==> src/rtl/igl_pkg.sv <==
// ---------------------------------------------------------------------------
// igl_pkg
// Shared constants and types of the integer gcd / lcm unit.
// ---------------------------------------------------------------------------
package igl_pkg;

   // default operand width
   localparam int WIDTH_DEFAULT = 32;

   // operation select codes
   localparam logic OP_GCD = 1'b0;
   localparam logic OP_LCM = 1'b1;

   // status of the shared divider
   typedef struct packed {
      logic busy;
      logic done;
   } div_status_type;

endpackage

==> src/rtl/integer_gcd_lcm_unit.sv <==
// ---------------------------------------------------------------------------
// integer_gcd_lcm_unit
// Gcd or lcm of two signed integers, one word at a time.
//
// The request channel carries req_op (gcd or lcm) and two signed operands
// req_a and req_b; a word is taken when req_valid is high and req_stall
// low. The unit works on one word at a time and holds req_stall high from
// the cycle after a word is taken until its result is in the output
// register, and the next word can be taken from then on. Gcd works
// on the operand magnitudes with Euclid's algorithm; each remainder step
// runs the shared restoring divider. Unless both operands are zero, lcm
// adds one more division (|a| / gcd, after the last zero check) and a
// shift-add multiply by |b| plus a sign fix-up step. The longest 32-bit
// Euclid chain has 45 steps. The result stays in rsp_result with
// rsp_valid high while rsp_stall is high; a finished result waits in the
// sequencer until the output register is free. Synchronous reset drops
// any item at work and clears rsp_valid.
// ---------------------------------------------------------------------------
module integer_gcd_lcm_unit #(
   parameter int WIDTH = igl_pkg::WIDTH_DEFAULT
) (
   input  logic                    clock,
   input  logic                    reset,
   input  logic                    req_valid,
   output logic                    req_stall,
   input  logic                    req_op,
   input  logic signed [WIDTH-1:0] req_a,
   input  logic signed [WIDTH-1:0] req_b,
   output logic                    rsp_valid,
   input  logic                    rsp_stall,
   output logic signed [WIDTH-1:0] rsp_result
);

   localparam int CW = $clog2(WIDTH);

   typedef enum logic [2:0] {
      S_IDLE,
      S_GCD_CHECK,
      S_GCD_WAIT,
      S_DIV_WAIT,
      S_MUL,
      S_FIX,
      S_FINISH
   } state_type;

   state_type        state_ff, state_in;
   logic             op_ff, op_in;
   logic [WIDTH-1:0] ma_ff, ma_in;
   logic [WIDTH-1:0] mb_ff, mb_in;
   logic [WIDTH-1:0] x_ff, x_in;
   logic [WIDTH-1:0] y_ff, y_in;
   logic [WIDTH-1:0] acc_ff, acc_in;
   logic [CW-1:0]    cnt_ff, cnt_in;
   logic             rsp_valid_ff, rsp_valid_in;
   logic [WIDTH-1:0] rsp_result_ff, rsp_result_in;
   logic [WIDTH-1:0] mag_a, mag_b;

   logic                    div_start;
   logic [WIDTH-1:0]        div_dividend, div_divisor;
   logic [WIDTH-1:0]        div_quotient, div_remainder;
   igl_pkg::div_status_type div_status;

   // shared divider for Euclid steps and the lcm quotient
   igl_divider #(.WIDTH(WIDTH)) u_div (
      .clock     (clock),
      .reset     (reset),
      .start     (div_start),
      .dividend  (div_dividend),
      .divisor   (div_divisor),
      .quotient  (div_quotient),
      .remainder (div_remainder),
      .status    (div_status)
   );

   // operand magnitudes, most negative value wraps to 2^(WIDTH-1)
   assign mag_a = req_a[WIDTH-1] ? ('0 - req_a) : req_a;
   assign mag_b = req_b[WIDTH-1] ? ('0 - req_b) : req_b;

   // sequencer
   always_comb begin
      state_in      = state_ff;
      op_in         = op_ff;
      ma_in         = ma_ff;
      mb_in         = mb_ff;
      x_in          = x_ff;
      y_in          = y_ff;
      acc_in        = acc_ff;
      cnt_in        = cnt_ff;
      rsp_result_in = rsp_result_ff;
      rsp_valid_in  = rsp_valid_ff && rsp_stall;
      div_start     = 1'b0;
      div_dividend  = y_ff;
      div_divisor   = x_ff;
      case (state_ff)
         S_IDLE: begin
            if (req_valid) begin
               op_in    = req_op;
               ma_in    = mag_a;
               mb_in    = mag_b;
               x_in     = mag_a;
               y_in     = mag_b;
               state_in = S_GCD_CHECK;
            end
         end
         S_GCD_CHECK: begin
            if (x_ff != '0) begin
               div_start = 1'b1;
               state_in  = S_GCD_WAIT;
            end else if (op_ff == igl_pkg::OP_GCD || y_ff == '0) begin
               acc_in   = (op_ff == igl_pkg::OP_GCD) ? y_ff : '0;
               state_in = S_FINISH;
            end else begin
               div_start    = 1'b1;
               div_dividend = ma_ff;
               div_divisor  = y_ff;
               state_in     = S_DIV_WAIT;
            end
         end
         S_GCD_WAIT: begin
            if (div_status.done) begin
               y_in     = x_ff;
               x_in     = div_remainder;
               state_in = S_GCD_CHECK;
            end
         end
         S_DIV_WAIT: begin
            if (div_status.done) begin
               x_in     = div_quotient;
               y_in     = mb_ff;
               acc_in   = '0;
               cnt_in   = '0;
               state_in = S_MUL;
            end
         end
         S_MUL: begin
            // shift-add, one multiplier bit per cycle, modulo 2^WIDTH
            acc_in = acc_ff + (y_ff[0] ? x_ff : '0);
            x_in   = {x_ff[WIDTH-2:0], 1'b0};
            y_in   = {1'b0, y_ff[WIDTH-1:1]};
            cnt_in = cnt_ff + 1'b1;
            if (cnt_ff == CW'(WIDTH - 1)) begin
               state_in = S_FIX;
            end
         end
         S_FIX: begin
            // two's complement abs, most negative pattern stays
            acc_in   = acc_ff[WIDTH-1] ? ('0 - acc_ff) : acc_ff;
            state_in = S_FINISH;
         end
         S_FINISH: begin
            if (!rsp_valid_ff || !rsp_stall) begin
               rsp_valid_in  = 1'b1;
               rsp_result_in = acc_ff;
               state_in      = S_IDLE;
            end
         end
         default: begin
            state_in = S_IDLE;
         end
      endcase
   end

   always_ff @(posedge clock) begin
      if (reset) begin
         state_ff     <= S_IDLE;
         rsp_valid_ff <= 1'b0;
      end else begin
         state_ff     <= state_in;
         rsp_valid_ff <= rsp_valid_in;
      end
      op_ff         <= op_in;
      ma_ff         <= ma_in;
      mb_ff         <= mb_in;
      x_ff          <= x_in;
      y_ff          <= y_in;
      acc_ff        <= acc_in;
      cnt_ff        <= cnt_in;
      rsp_result_ff <= rsp_result_in;
   end

   assign req_stall  = (state_ff != S_IDLE);
   assign rsp_valid  = rsp_valid_ff;
   assign rsp_result = $signed(rsp_result_ff);

   // divider finishes only while the sequencer waits for it
   a_div_done_waited: assert property (@(posedge clock) disable iff (reset)
      div_status.done |-> (state_ff == S_GCD_WAIT || state_ff == S_DIV_WAIT))
      else $error("divider done outside a wait state");

   // a new result appears only out of the finish state
   a_rsp_from_finish: assert property (@(posedge clock) disable iff (reset)
      (rsp_valid_ff && !$past(rsp_valid_ff && rsp_stall)) |->
         $past(state_ff) == S_FINISH)
      else $error("result word without finish state");

   // finished Euclid step returns to the zero check
   a_gcd_step_loop: assert property (@(posedge clock) disable iff (reset)
      (state_ff == S_GCD_WAIT && div_status.done) |=> state_ff == S_GCD_CHECK)
      else $error("euclid step did not return to check");

   // divider is never restarted while busy
   a_div_no_restart: assert property (@(posedge clock) disable iff (reset)
      div_start |-> !div_status.busy)
      else $error("divider restarted while busy");

endmodule

==> src/rtl/igl_divider.sv <==
// ---------------------------------------------------------------------------
// igl_divider
// Restoring unsigned divider, one quotient bit per cycle. Quotient and
// remainder hold until the next start.
// ---------------------------------------------------------------------------
module igl_divider #(
   parameter int WIDTH = igl_pkg::WIDTH_DEFAULT
) (
   input  logic                   clock,
   input  logic                   reset,
   input  logic                   start,
   input  logic [WIDTH-1:0]       dividend,
   input  logic [WIDTH-1:0]       divisor,
   output logic [WIDTH-1:0]       quotient,
   output logic [WIDTH-1:0]       remainder,
   output igl_pkg::div_status_type status
);

   localparam int CW = $clog2(WIDTH);

   logic             busy_ff, busy_in;
   logic             done_ff, done_in;
   logic [CW-1:0]    cnt_ff, cnt_in;
   logic [WIDTH-1:0] quo_ff, quo_in;
   logic [WIDTH-1:0] rem_ff, rem_in;
   logic [WIDTH-1:0] dvs_ff, dvs_in;
   logic [WIDTH:0]   rem_sh;
   logic [WIDTH:0]   rem_sub;
   logic             ge;

   // one shift and trial subtract
   assign rem_sh  = {rem_ff, quo_ff[WIDTH-1]};
   assign ge      = (rem_sh >= {1'b0, dvs_ff});
   assign rem_sub = rem_sh - {1'b0, dvs_ff};

   always_comb begin
      busy_in = busy_ff;
      done_in = 1'b0;
      cnt_in  = cnt_ff;
      quo_in  = quo_ff;
      rem_in  = rem_ff;
      dvs_in  = dvs_ff;
      if (start) begin
         busy_in = 1'b1;
         cnt_in  = '0;
         quo_in  = dividend;
         rem_in  = '0;
         dvs_in  = divisor;
      end else if (busy_ff) begin
         quo_in = {quo_ff[WIDTH-2:0], ge};
         rem_in = ge ? rem_sub[WIDTH-1:0] : rem_sh[WIDTH-1:0];
         cnt_in = cnt_ff + 1'b1;
         if (cnt_ff == CW'(WIDTH - 1)) begin
            busy_in = 1'b0;
            done_in = 1'b1;
         end
      end
   end

   always_ff @(posedge clock) begin
      if (reset) begin
         busy_ff <= 1'b0;
         done_ff <= 1'b0;
      end else begin
         busy_ff <= busy_in;
         done_ff <= done_in;
      end
      cnt_ff <= cnt_in;
      quo_ff <= quo_in;
      rem_ff <= rem_in;
      dvs_ff <= dvs_in;
   end

   assign quotient    = quo_ff;
   assign remainder   = rem_ff;
   assign status.busy = busy_ff;
   assign status.done = done_ff;

endmodule

==> config.mk <==
export PLATFORM = sky130hd
export DESIGN_NAME = integer_gcd_lcm_unit
export DESIGN_NICKNAME = d
export VERILOG_FILES = /design/src/rtl/igl_pkg.sv /design/src/rtl/integer_gcd_lcm_unit.sv /design/src/rtl/igl_divider.sv
export SDC_FILE = /design/constraint.sdc
export NUM_CORES = 1
export LEC_CHECK = 0
export ABC_CLOCK_PERIOD_IN_PS = 7530
export BUFFER_PORTS_ARGS = -buffer_cell sky130_fd_sc_hd__buf_2
export CAP_MARGIN = 40
export CORE_UTILIZATION = 60
export CTS_BUF_LIST = sky130_fd_sc_hd__clkbuf_4 sky130_fd_sc_hd__clkbuf_8
export DETAILED_ROUTE_END_ITERATION = 12
export GPL_TIMING_DRIVEN = 0
export PLACE_DENSITY_LB_ADDON = 0.05
export SLEW_MARGIN = 15
export SYNTH_ARGS = -nofsm -noshare
export SYNTH_HDL_FRONTEND = slang
export SYNTH_HIERARCHICAL = 1
export SYNTH_SLANG_ARGS = --single-unit
==> constraint.sdc <==
create_clock -name clock -period 7.53 [get_ports clock]
set_input_delay 0 -clock clock [delete_from_list [all_inputs] [get_ports clock]]
set_output_delay 0 -clock clock [all_outputs]
set_load 0.02 [all_outputs]
==> results.md, run 1 <==
- Status: complete, no violations
- Congestion Overflow GR: 0
- Fin crit period: 4420 ps
- GRT Resource Usage Total: 0.405
- Worst-case clock buffer depth: 3
- NumNets Final: 2310
- Max_cap viols: 0
- Placer congestion estimate: 0.975
- WL/cell: 25.7 um
- Yosys Warn Count: 6
- # setup viols final: 0
- Total CTS buffers: 52
- Slew @ Worst Pin: 990 ps
- Worst Path Required: 7850 ps
- VDD IR max: 217 uV
- Clock Skew: 52.8 ps
- Leakage: 8.52 nW
- PD cells: 280 nW/um2
- RSZ-0062 raised after global routing: false
- Syn_area_per_cell: 10.1 um2
- Crit path kind: reg2reg
- Post-layout power: 6.27 mW
- Count of final hold-check violations: 0
- Hold Path Class: in2reg
- Number of DRC markers in iteration 0: 2917
- Layout cells sized above 1: 0.135
- Post-CTS setup buffer count: 0
- Fmax: 0.226 GHz
- Worst path max stage delay: 620 ps
- Global-route wire length before repair: 99.3 mm
- TritonCTS Sinks: 305
- CTS H-tree depth: 2
- Die span in x: 181 um
- Row count: 65
- Die area: 32700 um2
- Initial core utilization: 0.609
- Mapped cell area: 19200 um2
- Largest net degree at the start of global routing: 51
- Synthesis-to-finish area growth: 16.9%
- Crit-path cells: clkbuf_1 -> clkbuf_1 -> nand2_1 -> fa_1 -> nor2b_1 -> o2111ai_1 -> a21boi_0 -> o311ai_0 -> o211ai_1 -> a31oi_1 -> xor2_1 -> o21ai_0
- Vias/cell: 6.69
- Clock Root Buffer: clkbuf_8
- Vias: 17478
- Cell mode on critical path: clkbuf_1
- Io pins: 103
- Setup slack after layout: 3110 ps
- Antenna-violating nets left: 0
- Vias in the first global route: 16408
- Initial antenna violation count: 0
- Setup crit start kind: register
- Max Slew Vio Count: 0
- Mapped Cells: 1904
- Core Region: 31500 um2
- PortBufs: 102
- Clk_lat worst skew: 610 ps
- Number of remaining DRC errors: 0
- HPWL after DPL: 48.7 mm
- Clock Pin Slew Worst Setup and Hold Paths: 70 ps
- CTS tree: built
- Relative slew margins: 0.340
- Pre-CTS setup slack: 3450 ps
- First-pass detailed-route iteration total: 7
- Critical path's slowest cell: clkbuf_1
- Critical Path AT: 4750 ps
- Critical Path End Type: register
- Final period utilization: 0.588
- Die H: 181 um
- Routed WL: 67.1 mm
- Setup TNS: 0 ps
- Post-synthesis net count: 2045
- Worst Path Max Fanout: 10
metal layers:
layer,share of wire,track usage,vias up
li1,-,-,7692
met1,0.40,0.566,8305
met2,0.42,0.603,1274
met3,0.14,0.111,203
met4,0.039,0.144,4
met5,0.00082,0.0104,-
layout make-up:
cell class,instances,area [um2]
diodes,1,2.50
plain buffers,105,437
clock buffers,73,898
clock inverters,21,126
fillers,2370,9060
inverters,59,221
multi-input cells,1435,9820
flip-flops and latches,305,8730
well taps,402,503
repair buffers,211,1680
flip-flops by register name, indices dropped and copies added, names as in the netlist:
name / count
acc_ff: 32
ma_ff: 32
mb_ff: 32
rsp_result: 32
u_div/dvs_ff: 32
u_div/quotient: 32
u_div/remainder: 32
x_ff: 32
y_ff: 32
cnt_ff: 5
u_div/cnt_ff: 5
state_ff: 3
op_ff: 1
rsp_valid: 1
u_div/busy_ff: 1
u_div/done_ff: 1
placed cells by master, fill, tap and decap left out, types with 71 or more instances in the layout:
cell type / count
o21ai_0: 137
xnor2_1: 95
dlygate4sd3_1: 90
clkbuf_1: 85
edfxtp_1: 262
mux2i_1: 77
nor2_1: 102
a21oi_1: 71
nand2_1: 244
buf_2: 111
worst max-delay path, delay by kind of cell, from the launching register on:
| kind | cells | cell delay (ps) |
|---|---|---|
| AO/OA/AOI/OAI | 6 | 1750 |
| XOR/XNOR | 1 | 170 |
| adder cells (fa/ha/maj) | 1 | 460 |
| buffers and inverters | 2 | 1020 |
| flip-flops | 1 | 330 |
| AND/OR/NAND/NOR | 2 | 410 |
stage by stage:
| stage | instances | instance area, um2 | utilization | hold WS (ps) |
|---|---|---|---|---|
| after floorplan | 1904 | 19200 | - | 69.1 |
| final | 2612 | 22400 | 0.712 | 82.8 |
| after CTS | 2608 | 22400 | 0.711 | 32.1 |
| after global routing | 2611 | 22400 | 0.712 | 64.2 |
| after global placement | 2408 | 20200 | 0.641 | 179 |
| after detailed placement | 2424 | 20500 | 0.650 | 180 |
where the power goes:
part | switching [mW] | internal, mW | total [mW]
Clock | 0.700 | 0.802 | 1.50
Combinational | 1.39 | 0.916 | 2.31
Sequential | 0.308 | 2.15 | 2.46
timing repair:
item | CTS | global route
hold buffers | 90 | 0
gates resized for setup | 0 | 0
endpoints found under the hold margin | 148 | 0
final timing paths:
check,from,end,slack [ps],cells past startpoint
max reg2reg,y_ff[0],acc_ff[30],3110,12
max,y_ff[0],acc_ff[30],3110,12
min reg2reg,u_div/cnt_ff[4],u_div/cnt_ff[4],500,2
min,req_b[31],mb_ff[31],80,4
Note: power is estimated with default switching activity, not from simulation.
==> run 2, diff against run 1 <==
--- a/config.mk
+++ b/config.mk
@@ -5,7 +5,7 @@
 export SDC_FILE = /design/constraint.sdc
 export NUM_CORES = 1
 export LEC_CHECK = 0
-export ABC_CLOCK_PERIOD_IN_PS = 7530
+export ABC_CLOCK_PERIOD_IN_PS = 4250
 export BUFFER_PORTS_ARGS = -buffer_cell sky130_fd_sc_hd__buf_2
 export CAP_MARGIN = 40
 export CORE_UTILIZATION = 60
==> constraint.sdc (replaced) <==
create_clock -name clock -period 4.25 [get_ports clock]
set_input_delay 0 -clock clock [delete_from_list [all_inputs] [get_ports clock]]
set_output_delay 0 -clock clock [all_outputs]
set_load 0.02 [all_outputs]
==> run 2 against run 1 <==
Flip-flop and latch count stayed put. Clock power is 75% higher. Final area hardly changed. Register-to-register slack worse by 2900 ps. Core utilization hardly changed. Global-route usage is 0.58 points higher. Routed wire length is 1.1% higher. Sequential share of layout area hardly changed. Critical path depth is 2 lower. Clock skew is 10 ps higher.
==> results.md, run 2 (synthesized netlist as in run 1, its figures left out) <==
- Worst Path Required: 4570 ps (was 7850 ps)
- Number of DRC markers in iteration 0: 2976 (was 2917)
- RSZ-0062 raised after global routing: false (unchanged)
- Internal power: 6.80 mW (was 3.87 mW)
- Clock Root Buffer: clkbuf_8 (unchanged)
- Relative slew margins: 0.368 (was 0.340)
- Critical Path AT: 4410 ps (was 4750 ps)
- CTS tree: built (unchanged)
- Cell count after placement: 2426 (was 2424)
- Vias/cell: 6.78 (was 6.69)
- Vias: 17687 (was 17478)
- Met1 WL: 26.3 mm (was 26.8 mm)
- NetSw: 4.32 mW (was 2.40 mW)
- Sequential Power Share: 0.392 (about the same)
- Critical Path End Type: register (unchanged)
- Clock Pin Slew Worst Setup and Hold Paths: 70 ps (about the same)
- NumNets Final: 2307 (was 2310)
- Io pins: 103 (unchanged)
- Total CTS buffers: 51 (was 52)
- Max Used Layer: met5 (unchanged)
- CTS H-tree depth: 2 (unchanged)
- Core Region: 31500 um2 (unchanged)
- Clock Skew: 63.0 ps (was 52.8 ps)
- Clk network pwr share: 0.236 (was 0.240)
- Comb pwr share: 0.373 (was 0.368)
- Met2 WL: 28.6 mm (was 28.5 mm)
- Placer congestion estimate: 0.984 (was 0.975)
- Setup crit start kind: register (unchanged)
- Final Instance Count excl. Fillers: 2610 (was 2612)
- Max_cap viols: 0 (unchanged)
- Antenna-violating nets left: 0 (unchanged)
- Layout cells sized above 1: 0.134 (was 0.135)
- Worst Path Max Fanout: 35 (was 10)
- Pre-CTS setup slack: 148 ps (was 3450 ps)
- PortBufs: 102 (unchanged)
- Sw Ratio: 0.388 (was 0.383)
- Die span in x: 181 um (unchanged)
- Post-layout power: 11.1 mW (was 6.27 mW)
- Congestion Overflow GR: 0 (unchanged)
- Post-CTS setup buffer count: 0 (unchanged)
- # setup viols final: 0 (unchanged)
- WHS: 112 ps (was 82.8 ps)
- Fmax: 0.245 GHz (was 0.226 GHz)
- Commonest non-fill, non-tap cell in the layout: edfxtp_1 (unchanged)
- Wire length on met3: 9.72 mm (was 9.12 mm)
- Row count: 65 (unchanged)
- Most frequent cells in the layout: edfxtp_1, nand2_1, o21ai_0, buf_2, nor2_1 (unchanged)
- Max Slew Vio Count: 0 (unchanged)
- Number of remaining DRC errors: 0 (unchanged)
- VDD IR max: 345 uV (was 217 uV)
- Die area: 32700 um2 (unchanged)
- PD cells: 496 nW/um2 (was 280 nW/um2)
- Synthesis-to-finish area growth: 16.9% (about the same)
- GRT Resource Usage Total: 0.411 (was 0.405)
- Vias in the first global route: 17028 (was 16408)
- Depth of the most critical reg-to-reg path: 10 (was 12)
- Worst path max stage delay: 600 ps (was 620 ps)
- CP bufs+invs: 4 (was 2)
- Crit path kind: reg2reg (unchanged)
- Initial core utilization: 0.609 (unchanged)
- HPWL after DPL: 49.4 mm (was 48.7 mm)
- Largest net degree at the start of global routing: 49 (was 51)
- Critical path's slowest cell: nor4_1 (was clkbuf_1)
- Crit-path cells: nor4_1 -> nand4_1 -> o21ai_0 -> nand2_1 -> and2_2 -> buf_12 -> clkbuf_1 -> nor2_2 -> inv_1 -> buf_16 (was clkbuf_1 -> clkbuf_1 -> nand2_1 -> fa_1 -> nor2b_1 -> o2111ai_1 -> a21boi_0 -> o311ai_0 -> o211ai_1 -> a31oi_1 -> xor2_1 -> o21ai_0)
- Stages on the worst setup path: 10 (was 12)
- Global-route wire length before repair: 101 mm (was 99.3 mm)
- First-pass detailed-route iteration total: 8 (was 7)
- CP delay by family, top: simple AND/OR/NAND/NOR gates (was compound AO/OA/AOI/OAI gates)
- Initial antenna violation count: 0 (unchanged)
- Leakage: 8.52 nW (about the same)
- Fill cells: 2353 (was 2370)
- Fin crit period: 4090 ps (was 4420 ps)
- Clk_lat worst skew: 620 ps (was 610 ps)
- Final period utilization: 0.962 (was 0.588)
- Setup slack after layout: 161 ps (was 3110 ps)
- Count of final hold-check violations: 0 (unchanged)
- Routed WL: 67.9 mm (was 67.1 mm)
- Worst-case clock buffer depth: 3 (unchanged)
- Status: complete, no violations (unchanged)
- Slew @ Worst Pin: 948 ps (was 990 ps)
- TritonCTS Sinks: 305 (unchanged)
- Die H: 181 um (unchanged)
- Hold Path Class: in2reg (unchanged)
- Worst Hold Path Cells: 2 (was 4)
- WL/cell: 26.0 um (was 25.7 um)
[run 2: metrics by stage]
| stage | TNS, ps | utilization | cell area (um2) |
|---|---|---|---|
| after floorplan | 0 | - | 19200 |
| after global placement | -103570 | 0.641 | 20200 |
| after detailed placement | 0 | 0.652 | 20500 |
| after CTS | 0 | 0.710 | 22400 |
| after global routing | 0 | 0.712 | 22400 |
| final | 0 | 0.712 | 22400 |
[run 2: timing repair]
item,4_1_cts,5_1_grt
hold endpoints to repair,128,0
endpoints found under the setup margin,0,43
gates resized for setup,0,10
hold buffers,86,0
[run 2: cell type report]
cell class	instances	area [um2]	area share
plain buffers	105	439	0.0196
well taps	402	503	0.0224
flip-flops and latches	305	8730	0.390
clock buffers	62	797	0.0356
clock inverters	31	183	0.00815
repair buffers	209	1700	0.0758
diodes	2	5.00	0.000223
multi-input cells	1435	9830	0.439
inverters	59	221	0.00988
[run 2: path summary, 6_finish.rpt]
| kind | slack, ps | from | to |
|---|---|---|---|
| max | 160 | y_ff[25] | u_div/quotient[20] |
| min | 110 | req_op | op_ff |
| max reg2reg | 160 | y_ff[25] | u_div/quotient[20] |
| min reg2reg | 510 | u_div/cnt_ff[4] | u_div/cnt_ff[4] |
[run 2: per-layer routing]
layer | GRT usage | vias to the layer above
met1 | 0.552 | 8353
met4 | 0.164 | 2
li1 | - | 7699
met3 | 0.144 | 253
met2 | 0.606 | 1380
met5 | 0 | -
[run 2: power groups by stage]
stage               clock [mW]  sequential, mW  combinational, mW
floorplan                    0            4.12               2.84
global placement             0            4.38               3.75
detailed placement           0            4.37               3.90
CTS                       2.61            4.31               4.00
global route              2.74            4.37               4.47
finish                    2.62            4.35               4.14
